## config.mk

```make
export PLATFORM = sky130hd
export DESIGN_NAME = next_greater_wait_stack_core_flat
export DESIGN_NICKNAME = d
export VERILOG_FILES = /design/src/design/nqw_pkg.sv /design/src/design/nqw_if.sv /design/src/design/next_greater_wait_stack_core.sv /design/src/design/nqw_queue.sv /design/src/design/nqw_front.sv /design/src/design/nqw_back.sv /design/src/flat_wrapper.sv
export SDC_FILE = /design/constraint.sdc
export NUM_CORES = 2
export LEC_CHECK = 0
export BUFFER_PORTS_ARGS = -buffer_cell sky130_fd_sc_hd__buf_2
export CAP_MARGIN = 20
export CORE_MARGIN = 1.5
export CORE_UTILIZATION = 60
export CTS_CLUSTER_DIAMETER = 60
export CTS_CLUSTER_SIZE = 16
export DETAILED_ROUTE_END_ITERATION = 12
export PLACE_DENSITY = 0.78
export SLEW_MARGIN = 15
export SYNTH_ARGS = -nofsm -noshare
export SYNTH_HDL_FRONTEND = slang
export SYNTH_HIERARCHICAL = 1
export SYNTH_SLANG_ARGS = --single-unit
```

## constraint.sdc

```tcl
create_clock -name clk -period 11.8 [get_ports clk]
set_input_delay 0.59 -clock clk [delete_from_list [all_inputs] [get_ports clk]]
set_output_delay 0.59 -clock clk [all_outputs]
set_load 0.01 [all_outputs]
```

## src/design/nqw_pkg.sv

```systemverilog
// shared types and constants of the next-greater wait stack
package nqw_pkg;

    typedef enum logic [1:0] {
        KIND_RESOLVED   = 2'd0,
        KIND_UNRESOLVED = 2'd1,
        KIND_EVICTED    = 2'd2
    } kind_t;

    // depth of the queue between front and back, a power of two
    localparam int QUEUE_DEPTH = 2;
    localparam int QUEUE_PTR_BITS = $clog2(QUEUE_DEPTH);

    typedef struct packed {
        logic full;
        logic not_empty;
    } q_status_t;

endpackage

```

## src/design/nqw_if.sv

```systemverilog
// stream interfaces for samples in and results out

interface nqw_sample_if #(
    parameter int SAMPLE_BITS = 16
) ();
    logic                          valid;
    logic                          ready;
    logic signed [SAMPLE_BITS-1:0] sample;
    logic                          last;

    modport source (output valid, output sample, output last, input ready);
    modport sink (input valid, input sample, input last, output ready);
endinterface

interface nqw_result_if #(
    parameter int POSITION_BITS = 16
) ();
    logic                     valid;
    logic                     ready;
    logic [POSITION_BITS-1:0] position;
    logic [POSITION_BITS-1:0] wait_count;
    logic [1:0]               kind;
    logic                     wrapped;
    logic                     final_res;

    modport source (
        output valid, output position, output wait_count, output kind,
        output wrapped, output final_res, input ready
    );
    modport sink (
        input valid, input position, input wait_count, input kind,
        input wrapped, input final_res, output ready
    );
endinterface

```

## src/design/next_greater_wait_stack_core.sv

```systemverilog
// top level of the next-greater wait stack: front, queue and stack back end
//
//  channel   modport  carries                                         item
//  samples   sink     sample, last                                    one sample
//  results   source   position, wait_count, kind, wrapped, final_res  one result
//
// the back end pops an item from the queue and starts the read of the stack top
// in S_IDLE, and compares with it in S_CMP; each pop, eviction and flushed entry
// then takes a state step of its own, as does the push. the stack memory with
// its registered read sets this pace.
// the front accepts while the two-entry queue has room, so it runs ahead.
// a stalled results port holds the back end on the entry it would emit.
// rst_n clears counters, queue, stack fill and the result valid at once.
module next_greater_wait_stack_core #(
    parameter int STACK_DEPTH   = 32,
    parameter int SAMPLE_BITS   = 16,
    parameter int POSITION_BITS = 16
) (
    input  logic         clk,
    input  logic         rst_n,
    nqw_sample_if.sink   samples,
    nqw_result_if.source results
);
    import nqw_pkg::*;

    localparam int QW = SAMPLE_BITS + POSITION_BITS + 2;
    localparam int CW = $clog2(STACK_DEPTH + 1);

    q_status_t       q_status;
    logic            q_push, q_pop;
    logic [QW-1:0]   q_in_data, q_out_data;
    logic [CW-1:0]   stack_count;

    nqw_front #(
        .SAMPLE_BITS   (SAMPLE_BITS),
        .POSITION_BITS (POSITION_BITS)
    ) u_front (
        .clk      (clk),
        .rst_n    (rst_n),
        .samples  (samples),
        .q_status (q_status),
        .q_push   (q_push),
        .q_data   (q_in_data)
    );

    nqw_queue #(
        .WIDTH (QW)
    ) u_queue (
        .clk       (clk),
        .rst_n     (rst_n),
        .push      (q_push),
        .push_data (q_in_data),
        .pop       (q_pop),
        .pop_data  (q_out_data),
        .status    (q_status)
    );

    nqw_back #(
        .STACK_DEPTH   (STACK_DEPTH),
        .SAMPLE_BITS   (SAMPLE_BITS),
        .POSITION_BITS (POSITION_BITS)
    ) u_back (
        .clk         (clk),
        .rst_n       (rst_n),
        .q_status    (q_status),
        .q_data      (q_out_data),
        .q_pop       (q_pop),
        .stack_count (stack_count),
        .results     (results)
    );

    a_count_bound: assert property (@(posedge clk) disable iff (!rst_n)
        stack_count <= CW'(STACK_DEPTH))
        else $error("stack fill beyond depth");

    a_wait_zero: assert property (@(posedge clk) disable iff (!rst_n)
        results.valid && (results.kind != KIND_RESOLVED) |-> results.wait_count == '0)
        else $error("nonzero wait on unresolved or evicted result");

    a_final_kind: assert property (@(posedge clk) disable iff (!rst_n)
        results.valid && results.final_res |-> results.kind == KIND_UNRESOLVED)
        else $error("final flag outside a flush");

    a_no_pop_from_empty: assert property (@(posedge clk) disable iff (!rst_n)
        q_pop |-> q_status.not_empty)
        else $error("queue popped while empty");

endmodule

```

## src/design/nqw_queue.sv

```systemverilog
// short fifo between the front and the back
module nqw_queue #(
    parameter int WIDTH = 34
) (
    input  logic                 clk,
    input  logic                 rst_n,
    input  logic                 push,
    input  logic [WIDTH-1:0]     push_data,
    input  logic                 pop,
    output logic [WIDTH-1:0]     pop_data,
    output nqw_pkg::q_status_t   status
);
    import nqw_pkg::*;

    localparam int CNT_BITS = $clog2(QUEUE_DEPTH + 1);

    logic [WIDTH-1:0]          entry_reg [QUEUE_DEPTH];
    logic [QUEUE_PTR_BITS-1:0] wr_ptr_reg, wr_ptr_next;
    logic [QUEUE_PTR_BITS-1:0] rd_ptr_reg, rd_ptr_next;
    logic [CNT_BITS-1:0]       fill_reg, fill_next;
    logic                      do_push, do_pop;

    assign status.full      = (fill_reg == CNT_BITS'(QUEUE_DEPTH));
    assign status.not_empty = (fill_reg != '0);
    assign do_push = push && !status.full;
    assign do_pop  = pop && status.not_empty;
    assign pop_data = entry_reg[rd_ptr_reg];

    always_comb
    begin
        // pointers wrap on their own since the depth is a power of two
        wr_ptr_next = do_push ? wr_ptr_reg + 1'b1 : wr_ptr_reg;
        rd_ptr_next = do_pop ? rd_ptr_reg + 1'b1 : rd_ptr_reg;
        fill_next   = fill_reg;
        if (do_push && !do_pop)
        begin
            fill_next = fill_reg + 1'b1;
        end
        else if (do_pop && !do_push)
        begin
            fill_next = fill_reg - 1'b1;
        end
    end

    always_ff @(posedge clk or negedge rst_n)
    begin
        if (!rst_n)
        begin
            wr_ptr_reg <= '0;
            rd_ptr_reg <= '0;
            fill_reg   <= '0;
        end
        else
        begin
            wr_ptr_reg <= wr_ptr_next;
            rd_ptr_reg <= rd_ptr_next;
            fill_reg   <= fill_next;
        end
    end

    always_ff @(posedge clk)
    begin
        if (do_push)
        begin
            entry_reg[wr_ptr_reg] <= push_data;
        end
    end

endmodule

```

## src/design/nqw_front.sv

```systemverilog
// front: accepts samples, tags each with its position and wrap flag
module nqw_front #(
    parameter int SAMPLE_BITS   = 16,
    parameter int POSITION_BITS = 16
) (
    input  logic                                         clk,
    input  logic                                         rst_n,
    nqw_sample_if.sink                                   samples,
    input  nqw_pkg::q_status_t                           q_status,
    output logic                                         q_push,
    output logic [SAMPLE_BITS+POSITION_BITS+1:0]         q_data
);
    import nqw_pkg::*;

    logic [POSITION_BITS-1:0] pos_reg, pos_next;
    logic                     wrap_reg, wrap_next;
    logic [POSITION_BITS-1:0] pos_inc;

    assign samples.ready = !q_status.full;
    assign q_push = samples.valid && samples.ready;
    assign q_data = {samples.sample, samples.last, pos_reg, wrap_reg};
    assign pos_inc = pos_reg + 1'b1;

    always_comb
    begin
        pos_next  = pos_reg;
        wrap_next = wrap_reg;
        if (q_push)
        begin
            if (samples.last)
            begin
                pos_next  = '0;
                wrap_next = 1'b0;
            end
            else
            begin
                pos_next = pos_inc;
                if (pos_inc == '0)
                begin
                    wrap_next = 1'b1;
                end
            end
        end
    end

    always_ff @(posedge clk or negedge rst_n)
    begin
        if (!rst_n)
        begin
            pos_reg  <= '0;
            wrap_reg <= 1'b0;
        end
        else
        begin
            pos_reg  <= pos_next;
            wrap_reg <= wrap_next;
        end
    end

endmodule

```

## src/design/nqw_back.sv

```systemverilog
// back: runs the monotonic stack over a memory and drives the result register
module nqw_back #(
    parameter int STACK_DEPTH   = 32,
    parameter int SAMPLE_BITS   = 16,
    parameter int POSITION_BITS = 16
) (
    input  logic                                    clk,
    input  logic                                    rst_n,
    input  nqw_pkg::q_status_t                      q_status,
    input  logic [SAMPLE_BITS+POSITION_BITS+1:0]    q_data,
    output logic                                    q_pop,
    output logic [$clog2(STACK_DEPTH+1)-1:0]        stack_count,
    nqw_result_if.source                            results
);
    import nqw_pkg::*;

    localparam int AW = $clog2(STACK_DEPTH);
    localparam int CW = $clog2(STACK_DEPTH + 1);

    typedef enum logic [2:0] {
        S_IDLE,
        S_CMP,
        S_EVICT,
        S_PUSH,
        S_FLUSH_RD,
        S_FLUSH
    } state_t;

    state_t state_reg, state_next;

    logic signed [SAMPLE_BITS-1:0] mem_value [STACK_DEPTH];
    logic [POSITION_BITS-1:0]      mem_pos   [STACK_DEPTH];

    logic signed [SAMPLE_BITS-1:0] cur_value_reg, cur_value_next;
    logic                          cur_last_reg, cur_last_next;
    logic [POSITION_BITS-1:0]      cur_pos_reg, cur_pos_next;
    logic                          cur_wrap_reg, cur_wrap_next;
    logic                          popped_reg, popped_next;
    logic [CW-1:0]                 count_reg, count_next;
    logic [AW-1:0]                 bottom_reg, bottom_next;
    logic [CW-1:0]                 k_reg, k_next;
    logic signed [SAMPLE_BITS-1:0] rd_value_reg;
    logic [POSITION_BITS-1:0]      rd_pos_reg;

    logic                          rd_en, wr_en;
    logic [AW-1:0]                 rd_addr, wr_addr;

    logic                          emit;
    logic [POSITION_BITS-1:0]      emit_pos, emit_wait;
    kind_t                         emit_kind;
    logic                          emit_final;
    logic                          out_free;

    logic                          out_valid_reg;
    logic [POSITION_BITS-1:0]      out_pos_reg, out_wait_reg;
    kind_t                         out_kind_reg;
    logic                          out_wrap_reg, out_final_reg;

    // circular slot of the entry k places above the bottom
    function automatic logic [AW-1:0] slot_at(input logic [AW-1:0] bottom,
                                              input logic [CW-1:0] k);
        logic [CW:0] sum;
        sum = (CW+1)'(bottom) + (CW+1)'(k);
        if (sum >= (CW+1)'(STACK_DEPTH))
        begin
            sum = sum - (CW+1)'(STACK_DEPTH);
        end
        return sum[AW-1:0];
    endfunction

    assign out_free    = !out_valid_reg || results.ready;
    assign stack_count = count_reg;

    assign results.valid      = out_valid_reg;
    assign results.position   = out_pos_reg;
    assign results.wait_count = out_wait_reg;
    assign results.kind       = out_kind_reg;
    assign results.wrapped    = out_wrap_reg;
    assign results.final_res  = out_final_reg;

    always_comb
    begin
        state_next     = state_reg;
        cur_value_next = cur_value_reg;
        cur_last_next  = cur_last_reg;
        cur_pos_next   = cur_pos_reg;
        cur_wrap_next  = cur_wrap_reg;
        popped_next    = popped_reg;
        count_next     = count_reg;
        bottom_next    = bottom_reg;
        k_next         = k_reg;
        rd_en          = 1'b0;
        rd_addr        = bottom_reg;
        wr_en          = 1'b0;
        wr_addr        = slot_at(bottom_reg, count_reg);
        emit           = 1'b0;
        emit_pos       = rd_pos_reg;
        emit_wait      = '0;
        emit_kind      = KIND_RESOLVED;
        emit_final     = 1'b0;
        q_pop          = 1'b0;

        case (state_reg)
            S_IDLE:
            begin
                if (q_status.not_empty)
                begin
                    q_pop          = 1'b1;
                    cur_value_next = q_data[SAMPLE_BITS+POSITION_BITS+1 -: SAMPLE_BITS];
                    cur_last_next  = q_data[POSITION_BITS+1];
                    cur_pos_next   = q_data[POSITION_BITS:1];
                    cur_wrap_next  = q_data[0];
                    popped_next    = 1'b0;
                    if (count_reg != '0)
                    begin
                        rd_en      = 1'b1;
                        rd_addr    = slot_at(bottom_reg, count_reg - 1'b1);
                        state_next = S_CMP;
                    end
                    else
                    begin
                        state_next = S_PUSH;
                    end
                end
            end
            S_CMP:
            begin
                if (cur_value_reg > rd_value_reg)
                begin
                    if (out_free)
                    begin
                        emit        = 1'b1;
                        emit_wait   = cur_pos_reg - rd_pos_reg;
                        emit_kind   = KIND_RESOLVED;
                        count_next  = count_reg - 1'b1;
                        popped_next = 1'b1;
                        if (count_reg != CW'(1))
                        begin
                            rd_en   = 1'b1;
                            rd_addr = slot_at(bottom_reg, count_reg - CW'(2));
                        end
                        else
                        begin
                            state_next = S_PUSH;
                        end
                    end
                end
                else if (!popped_reg && count_reg == CW'(STACK_DEPTH))
                begin
                    rd_en      = 1'b1;
                    rd_addr    = bottom_reg;
                    state_next = S_EVICT;
                end
                else
                begin
                    state_next = S_PUSH;
                end
            end
            S_EVICT:
            begin
                if (out_free)
                begin
                    emit       = 1'b1;
                    emit_kind  = KIND_EVICTED;
                    count_next = count_reg - 1'b1;
                    if (bottom_reg == AW'(STACK_DEPTH - 1))
                    begin
                        bottom_next = '0;
                    end
                    else
                    begin
                        bottom_next = bottom_reg + 1'b1;
                    end
                    state_next = S_PUSH;
                end
            end
            S_PUSH:
            begin
                wr_en      = 1'b1;
                count_next = count_reg + 1'b1;
                state_next = cur_last_reg ? S_FLUSH_RD : S_IDLE;
            end
            S_FLUSH_RD:
            begin
                rd_en      = 1'b1;
                rd_addr    = bottom_reg;
                k_next     = '0;
                state_next = S_FLUSH;
            end
            S_FLUSH:
            begin
                if (out_free)
                begin
                    emit       = 1'b1;
                    emit_kind  = KIND_UNRESOLVED;
                    emit_final = (k_reg + 1'b1 == count_reg);
                    if (emit_final)
                    begin
                        bottom_next = '0;
                        count_next  = '0;
                        state_next  = S_IDLE;
                    end
                    else
                    begin
                        k_next  = k_reg + 1'b1;
                        rd_en   = 1'b1;
                        rd_addr = slot_at(bottom_reg, k_reg + 1'b1);
                    end
                end
            end
            default:
            begin
                state_next = S_IDLE;
            end
        endcase
    end

    always_ff @(posedge clk or negedge rst_n)
    begin
        if (!rst_n)
        begin
            state_reg     <= S_IDLE;
            popped_reg    <= 1'b0;
            count_reg     <= '0;
            bottom_reg    <= '0;
            k_reg         <= '0;
            out_valid_reg <= 1'b0;
        end
        else
        begin
            state_reg  <= state_next;
            popped_reg <= popped_next;
            count_reg  <= count_next;
            bottom_reg <= bottom_next;
            k_reg      <= k_next;
            if (emit)
            begin
                out_valid_reg <= 1'b1;
            end
            else if (results.ready)
            begin
                out_valid_reg <= 1'b0;
            end
        end
    end

    always_ff @(posedge clk)
    begin
        cur_value_reg <= cur_value_next;
        cur_last_reg  <= cur_last_next;
        cur_pos_reg   <= cur_pos_next;
        cur_wrap_reg  <= cur_wrap_next;
        if (emit)
        begin
            out_pos_reg   <= emit_pos;
            out_wait_reg  <= emit_wait;
            out_kind_reg  <= emit_kind;
            out_wrap_reg  <= cur_wrap_reg;
            out_final_reg <= emit_final;
        end
    end

    // stack memory, registered read port
    always_ff @(posedge clk)
    begin
        if (wr_en)
        begin
            mem_value[wr_addr] <= cur_value_reg;
            mem_pos[wr_addr]   <= cur_pos_reg;
        end
        if (rd_en)
        begin
            rd_value_reg <= mem_value[rd_addr];
            rd_pos_reg   <= mem_pos[rd_addr];
        end
    end

endmodule

```

## src/flat_wrapper.sv

```systemverilog
// flat-port wrapper written by rule: the top's interface ports become plain ports
module next_greater_wait_stack_core_flat import nqw_pkg::*;
#(
    parameter int STACK_DEPTH   = 32,
    parameter int SAMPLE_BITS   = 16,
    parameter int POSITION_BITS = 16
)
  (clk, rst_n, samples_valid, samples_sample, samples_last, samples_ready, results_valid, results_position, results_wait_count, results_kind, results_wrapped, results_final_res, results_ready);
  nqw_sample_if #(.SAMPLE_BITS(SAMPLE_BITS)) samples_i ();
  nqw_result_if #(.POSITION_BITS(POSITION_BITS)) results_i ();
  input  logic clk;
  input  logic rst_n;
  input wire logic [$bits(samples_i.valid)-1:0] samples_valid;
  input wire logic [$bits(samples_i.sample)-1:0] samples_sample;
  input wire logic [$bits(samples_i.last)-1:0] samples_last;
  output wire logic [$bits(samples_i.ready)-1:0] samples_ready;
  output wire logic [$bits(results_i.valid)-1:0] results_valid;
  output wire logic [$bits(results_i.position)-1:0] results_position;
  output wire logic [$bits(results_i.wait_count)-1:0] results_wait_count;
  output wire logic [$bits(results_i.kind)-1:0] results_kind;
  output wire logic [$bits(results_i.wrapped)-1:0] results_wrapped;
  output wire logic [$bits(results_i.final_res)-1:0] results_final_res;
  input wire logic [$bits(results_i.ready)-1:0] results_ready;
  assign samples_i.valid = samples_valid;
  assign samples_i.sample = samples_sample;
  assign samples_i.last = samples_last;
  assign samples_ready = samples_i.ready;
  assign results_valid = results_i.valid;
  assign results_position = results_i.position;
  assign results_wait_count = results_i.wait_count;
  assign results_kind = results_i.kind;
  assign results_wrapped = results_i.wrapped;
  assign results_final_res = results_i.final_res;
  assign results_i.ready = results_ready;
  next_greater_wait_stack_core #(.STACK_DEPTH(STACK_DEPTH), .SAMPLE_BITS(SAMPLE_BITS), .POSITION_BITS(POSITION_BITS)) u_core (.clk(clk), .rst_n(rst_n), .samples(samples_i), .results(results_i));
endmodule
```

* Word level (Yosys, flattened, before mapping)
Memory sizes are Yosys's and may differ from the RTL's. A register that Yosys moved wholly into a read port is not among the register bits.
Index checks and enable logic that the tools add are counted.
** Word-level totals
- Flip-flop bits (word level) :: 79
- RAM bits :: 1092
- Input bits :: 21
- Output and inout bits :: 38
- Memories :: 3
** Operators by class
- Add/subtract/negate cells :: 19
- Magnitude comparators :: 5
- Eq/ne operators :: 19
- Mux-type cells :: 69
- Reduce and logical (&&, ||, !) cells :: 33
** Memory list
- u_core.u_back.mem_pos :: depth 32, width 16, rd ports 1, clocked after Yosys merged registers in 1, wr ports 1, line nqw_back.sv:32 : logic [POSITION_BITS-1:0] mem_pos [STACK_DEPTH];
- u_core.u_back.mem_value :: depth 32, width 16, rd ports 1, clocked after Yosys merged registers in 1, wr ports 1, line nqw_back.sv:31 : logic signed [SAMPLE_BITS-1:0] mem_value [STACK_DEPTH];
- u_core.u_queue.entry_reg :: depth 2, width 34, rd ports 1, clocked after Yosys merged registers in 1, wr ports 1, line nqw_queue.sv:17 : logic [WIDTH-1:0] entry_reg [QUEUE_DEPTH];
** Operators by type and width (number)
- two-way mux 5 bit :: 15
- two-way mux 6 bit :: 6
- adder 5 x 6 -> 7 bit :: 4
- greater-or-equal comparator 7 x 6 -> 1 bit (second input constant) :: 4
- two-way mux 1 bit :: 26
- two-way mux 3 bit :: 8
- case mux 6 bit (4 select lines) :: 1
- subtractor 5 x 1 -> 5 bit (second input constant) :: 4
- case mux 3 bit (6 select lines) :: 1
- adder 16 x 1 -> 16 bit (second input constant) :: 1
- greater-than comparator 16 bit :: 1
- logical NOT 16 bit :: 1
- two-way mux 16 bit :: 1
- subtractor 16 bit :: 1
- case mux 5 bit (3 select lines) :: 1
- nonzero test 2 bit :: 7
- adder 6 x 1 -> 6 bit (second input constant) :: 2
- inequality test 2 bit (second input constant) :: 6
- case mux 6 bit (2 select lines) :: 1
- AND reduction 4 bit :: 3
- case mux 5 bit (2 select lines) :: 1
- two-way mux 2 bit :: 4
- equality test 3 x 2 -> 1 bit (second input constant) :: 2
- equality test 3 bit (second input constant) :: 2
- other kinds (27) :: 42

* Depth between registers and ports, before layout
- Word-level depth :: 8
- Mapped depth :: 19
- Mapped depth without buffers :: 15

* Cells and area by module
Netlist, hierarchy kept.
** Modules (own cells, without submodules)
- nqw_back :: times used 1, cells each 3033, area an instance 46530.9 um2, sequential area each 34363.0 um2
- nqw_queue :: times used 1, cells each 125, area an instance 2805.2 um2, sequential area each 2142.1 um2
- nqw_front :: times used 1, cells each 161, area an instance 1283.7 um2, sequential area each 425.4 um2

* Worst setup path before layout
Ideal clock, no wire load.
- Kind :: reg2reg
- From :: register u_core.u_back.cur_value_reg[15]
- To :: register u_core.u_back.rd_pos_reg[0], in the netlist u_core/u_back/emit_pos[0] (read register of u_core.u_back.mem_pos) (enable)
- Setup time :: 470 ps
- Data arrival time :: 5208 ps
- Required time :: 11330 ps
- Path slack :: 6122 ps
- Cell stages (with the launch flop) :: 12
- Buffers on the path :: 1
- Cell sequence :: edfxtp_1 -> ha_1 -> nand4_1 -> or4_4 -> a21oi_2 -> and3b_1 -> buf_6 -> xnor2_1 -> o2111ai_1 -> a31oi_1 -> nor2_1 -> a211oi_1
** On the way
- Longest elaborated chain between the ends :: 3
- Elaborated cells between the ends (all ways) :: 5
- Classes of those cells :: order compare (1); mux (4)
** RTL lines
- start: declaration :: line nqw_back.sv:34 : logic signed [SAMPLE_BITS-1:0] cur_value_reg, cur_value_next;
- start signal: assignment :: line nqw_back.sv:249 : cur_value_reg <= cur_value_next;
- greater-than comparator 16 bit :: line nqw_back.sv:128 : if (cur_value_reg > rd_value_reg)
- two-way mux 1 bit :: line nqw_back.sv:128
- case mux 1 bit (4 select lines) :: line nqw_back.sv:103 : case (state_reg)
- via u_core.u_back.rd_en :: line nqw_back.sv:45 : logic rd_en, wr_en;
- end: declaration :: line nqw_back.sv:43 : logic [POSITION_BITS-1:0] rd_pos_reg;
The timed path passes the listed nets, and every way through them passes these cells.
A chain may end at the register's enable or synchronous reset.

* Worst setup path in the final report
- From :: register u_core.u_back.cur_value_reg[15]
- To :: register u_core.u_back.rd_pos_reg[14], in the netlist u_core/u_back/emit_pos[14] (read register of u_core.u_back.mem_pos) (data pin)
** On the way
- Longest elaborated chain between the ends :: 3
- Elaborated cells between the ends (all ways) :: 5
- Classes of those cells :: order compare (1); mux (4)
** RTL lines (line)
- greater-than comparator 16 bit * :: nqw_back.sv:128
- two-way mux 1 bit / two-way mux 5 bit (equally long branches) :: nqw_back.sv:128
- case mux 1 bit (4 select lines) / case mux 5 bit (3 select lines) (equally long branches) :: nqw_back.sv:103
Mark *: on every way between the ends. The rest lies on a longest branch, timed or not.

==> impl_metrics.tcl <==
set metrics [dict create \
    status "finished, violations left" \
    violations "hold timing" \
    fmax_ghz 0.154 \
    ctsHoldBuffers 0 \
    die-height_um 293 \
    grt_pass1_vias 29000 \
    slew_violations 0 \
    drc 0 \
    worst-setup-path-type "flop to flop" \
    synth.distinct_cells 81 \
    clock_skew_ns 0.0370 \
    synth_area_per_cell_um2 15.3 \
    cts_tree "built" \
    synth_nets 3403 \
    multi_input_area_um2 12700 \
    cts.clk_slew.worst_paths_ns 0.07 \
    coreArea_um2 83600 \
    arrival_ns 6.89 \
    fp-row-count 106 \
    vias_per_cell 6.69 \
    hp-class "primary input to asynchronous set/reset pin" \
    worst_pin_slew_ns 1.13 \
    gp_congestion 0.908 \
    ys_seq_area_share_pct 73.0 \
    layout.cells.most_common "edfxtp_1" \
    clockBufferDepth 3 \
    ctsResizeCount 0 \
    cts-root-buf "clkbuf_16" \
    antenna_left 0 \
    crit_path_max_fanout 167 \
    drt_wl_total_um 125000 \
    clock_sinks 1237 \
    maxCapViolCount 0 \
    cts_setup_buffers 0 \
    nFillCells 5478 \
    n_antenna_cell 0 \
    finalSetupViolCount 0 \
    cts_buffers 89 \
    hold_ws_ns -0.000517 \
    layout_common_cells "edfxtp_1 (1,194), nand2_1 (568), mux2i_1 (263)" \
    die_w_um 293 \
    port_buffers 58 \
    io-pin-count 59 \
    antenna_found_initial 4 \
    fin_setup_tns_ns 0 \
    ff_latch_area_um2 36900 \
    htreeDepth 3 \
    worstSkewPairLatency_ns 0.67 \
    synth-edff-count 1194 \
    cp-start-kind "flop" \
    ys.warnings.count 6 \
    start_util_pct 60.6 \
    vias 29800 \
    drtIter0Drc 4148 \
    grt_pass1_wl_um 183000 \
    routedWlPerCell_um 28.1 \
    final_hold_viol_count 4 \
    ys.flop_type "edfxtp_1" \
    fin_crit_ns 6.51 \
    drive_gt1_share_pct 10.0 \
    syn_to_final_growth_pct 8.00 \
    grt-ovfl-total 0 \
    dpl.hpwl_um 66000 \
    ys_ff_latch 1237 \
    die_area_um2 86100 \
    max_slew_margin_pct 24.5 \
    grt_max_degree 188 \
    period_share_pct 55.1 \
    crit_path_end_kind "flop" \
    first_pass_iters 6 \
    syn_inst 3319 \
    rsz0062_at_grt "no" \
    ys_async_sr_fraction_pct 3.48 \
    grt.total_usage_pct 29.0 \
    fin_nets 3420 \
    mappedNetlistArea_um2 50600 \
    critPathRequiredTime_ns 12.18 \
]
per-stage QoR:
step | util (%) | std cells | setup WS [ns] | cell area, µm² | hold slack (ns)
2_1_floorplan | - | 3319 | 6.12 | 50600 | 0.294
3_3_place_gp | 62.3 | 4322 | 5.76 | 52000 | 0.437
3_5_place_dp | 62.3 | 4322 | 5.47 | 52000 | 0.417
4_1_cts | 65.3 | 4454 | 5.49 | 54600 | 0.00645
5_1_grt | 65.4 | 4457 | 5.17 | 54700 | 0.0398
6_report | 65.4 | 4457 | 5.29 | 54700 | -0.000517
worst paths after layout:
kind / startpoint / end / slack, ns / cells past startpoint
max in group asynchronous: rst_n / u_core/u_queue/rd_ptr_reg / 11.36 / 2
worst max register to register: u_core/u_back/cur_value_reg[15] / u_core/u_back/emit_pos[14] / 5.29 / 13
worst max-delay path: u_core/u_back/cur_value_reg[15] / u_core/u_back/emit_pos[14] / 5.29 / 13
worst min-delay path: rst_n / u_core/u_front/pos_reg[11] / -0.0005 / 2
worst min register to register: u_core/u_back/emit_pos[8] / u_core/u_back/results.position[8] / 0.46 / 0
min in group clk: samples_sample[14] / u_core/u_queue/entry_reg[1][32] / 0.12 / 1
kinds of logic (layout without fill, tap and decap cells):
kind of cell	after synthesis	count (layout)	share of synthesized area [%]
buffers and inverters	265	323	2.62
AOI/OAI and AO/OA	560	560	8.35
xor gates and xnor gates	47	47	0.813
DFF	1237	1237	73.0
and+or+nand+nor	843	843	7.29
muxes	304	304	6.34
adders and majority gates	63	63	1.63
area by class of cell:
cell class                      count  share of cell area, %
Tap cell                         1080                   2.47
Sequential cell                  1237                   67.6
Clock inverter                     12                  0.314
Inverter                           62                  0.426
Clock buffer                      120                   4.38
Timing Repair Buffer              129                   1.64
Multi-Input combinational cell   1817                   23.2
synthesized netlist by cell type, drive strengths merged (11+ instances only):
master / n / area share (%)
ha: 58 / 1.4
edfxtp: 1194 / 71
a21o: 68 / 1.0
clkbuf: 76 / 0.56
a32o: 61 / 1.2
nor2: 106 / 0.81
mux2: 40 / 1.1
nand2b: 11 / 0.14
nor2b: 14 / 0.17
xor2: 17 / 0.29
a21oi: 64 / 0.64
buf: 127 / 1.6
nand3: 32 / 0.32
nor3: 23 / 0.23
inv: 62 / 0.46
and4b: 32 / 0.63
nand4: 12 / 0.15
o21ai: 101 / 1.0
a31oi: 16 / 0.20
dfrtp: 43 / 2.1
xnor2: 30 / 0.52
nand2: 572 / 4.3
a32oi: 193 / 3.3
mux2i: 264 / 5.2
worst max-delay path, cell delays in order, from the launching register on:
cell       delay, ns
edfxtp_1        0.75
ha_1            0.65
nand4_1         0.35
or4_4           0.67
nor2_1          0.37
nor2_1          0.14
mux2_4          0.34
a2bb2oi_1       0.19
nand2_4         0.70
buf_12          0.75
mux2i_1         0.30
a32oi_1         0.08
and4_1          0.27
or4_1           0.51
routing by layer:
metal / global-route usage (%) / up-vias / wire length [µm]
met4: 11.3 / 0 / 5020
met1: 39.5 / 14700 / 45100
met3: 5.79 / 360 / 15400
met2: 46.7 / 1976 / 59900
li1: - / 12800 / -
met5: 0 / - / 0
Power is not shown: default switching activity piles up to over one toggle a cycle in this logic, so the estimate is an artifact.
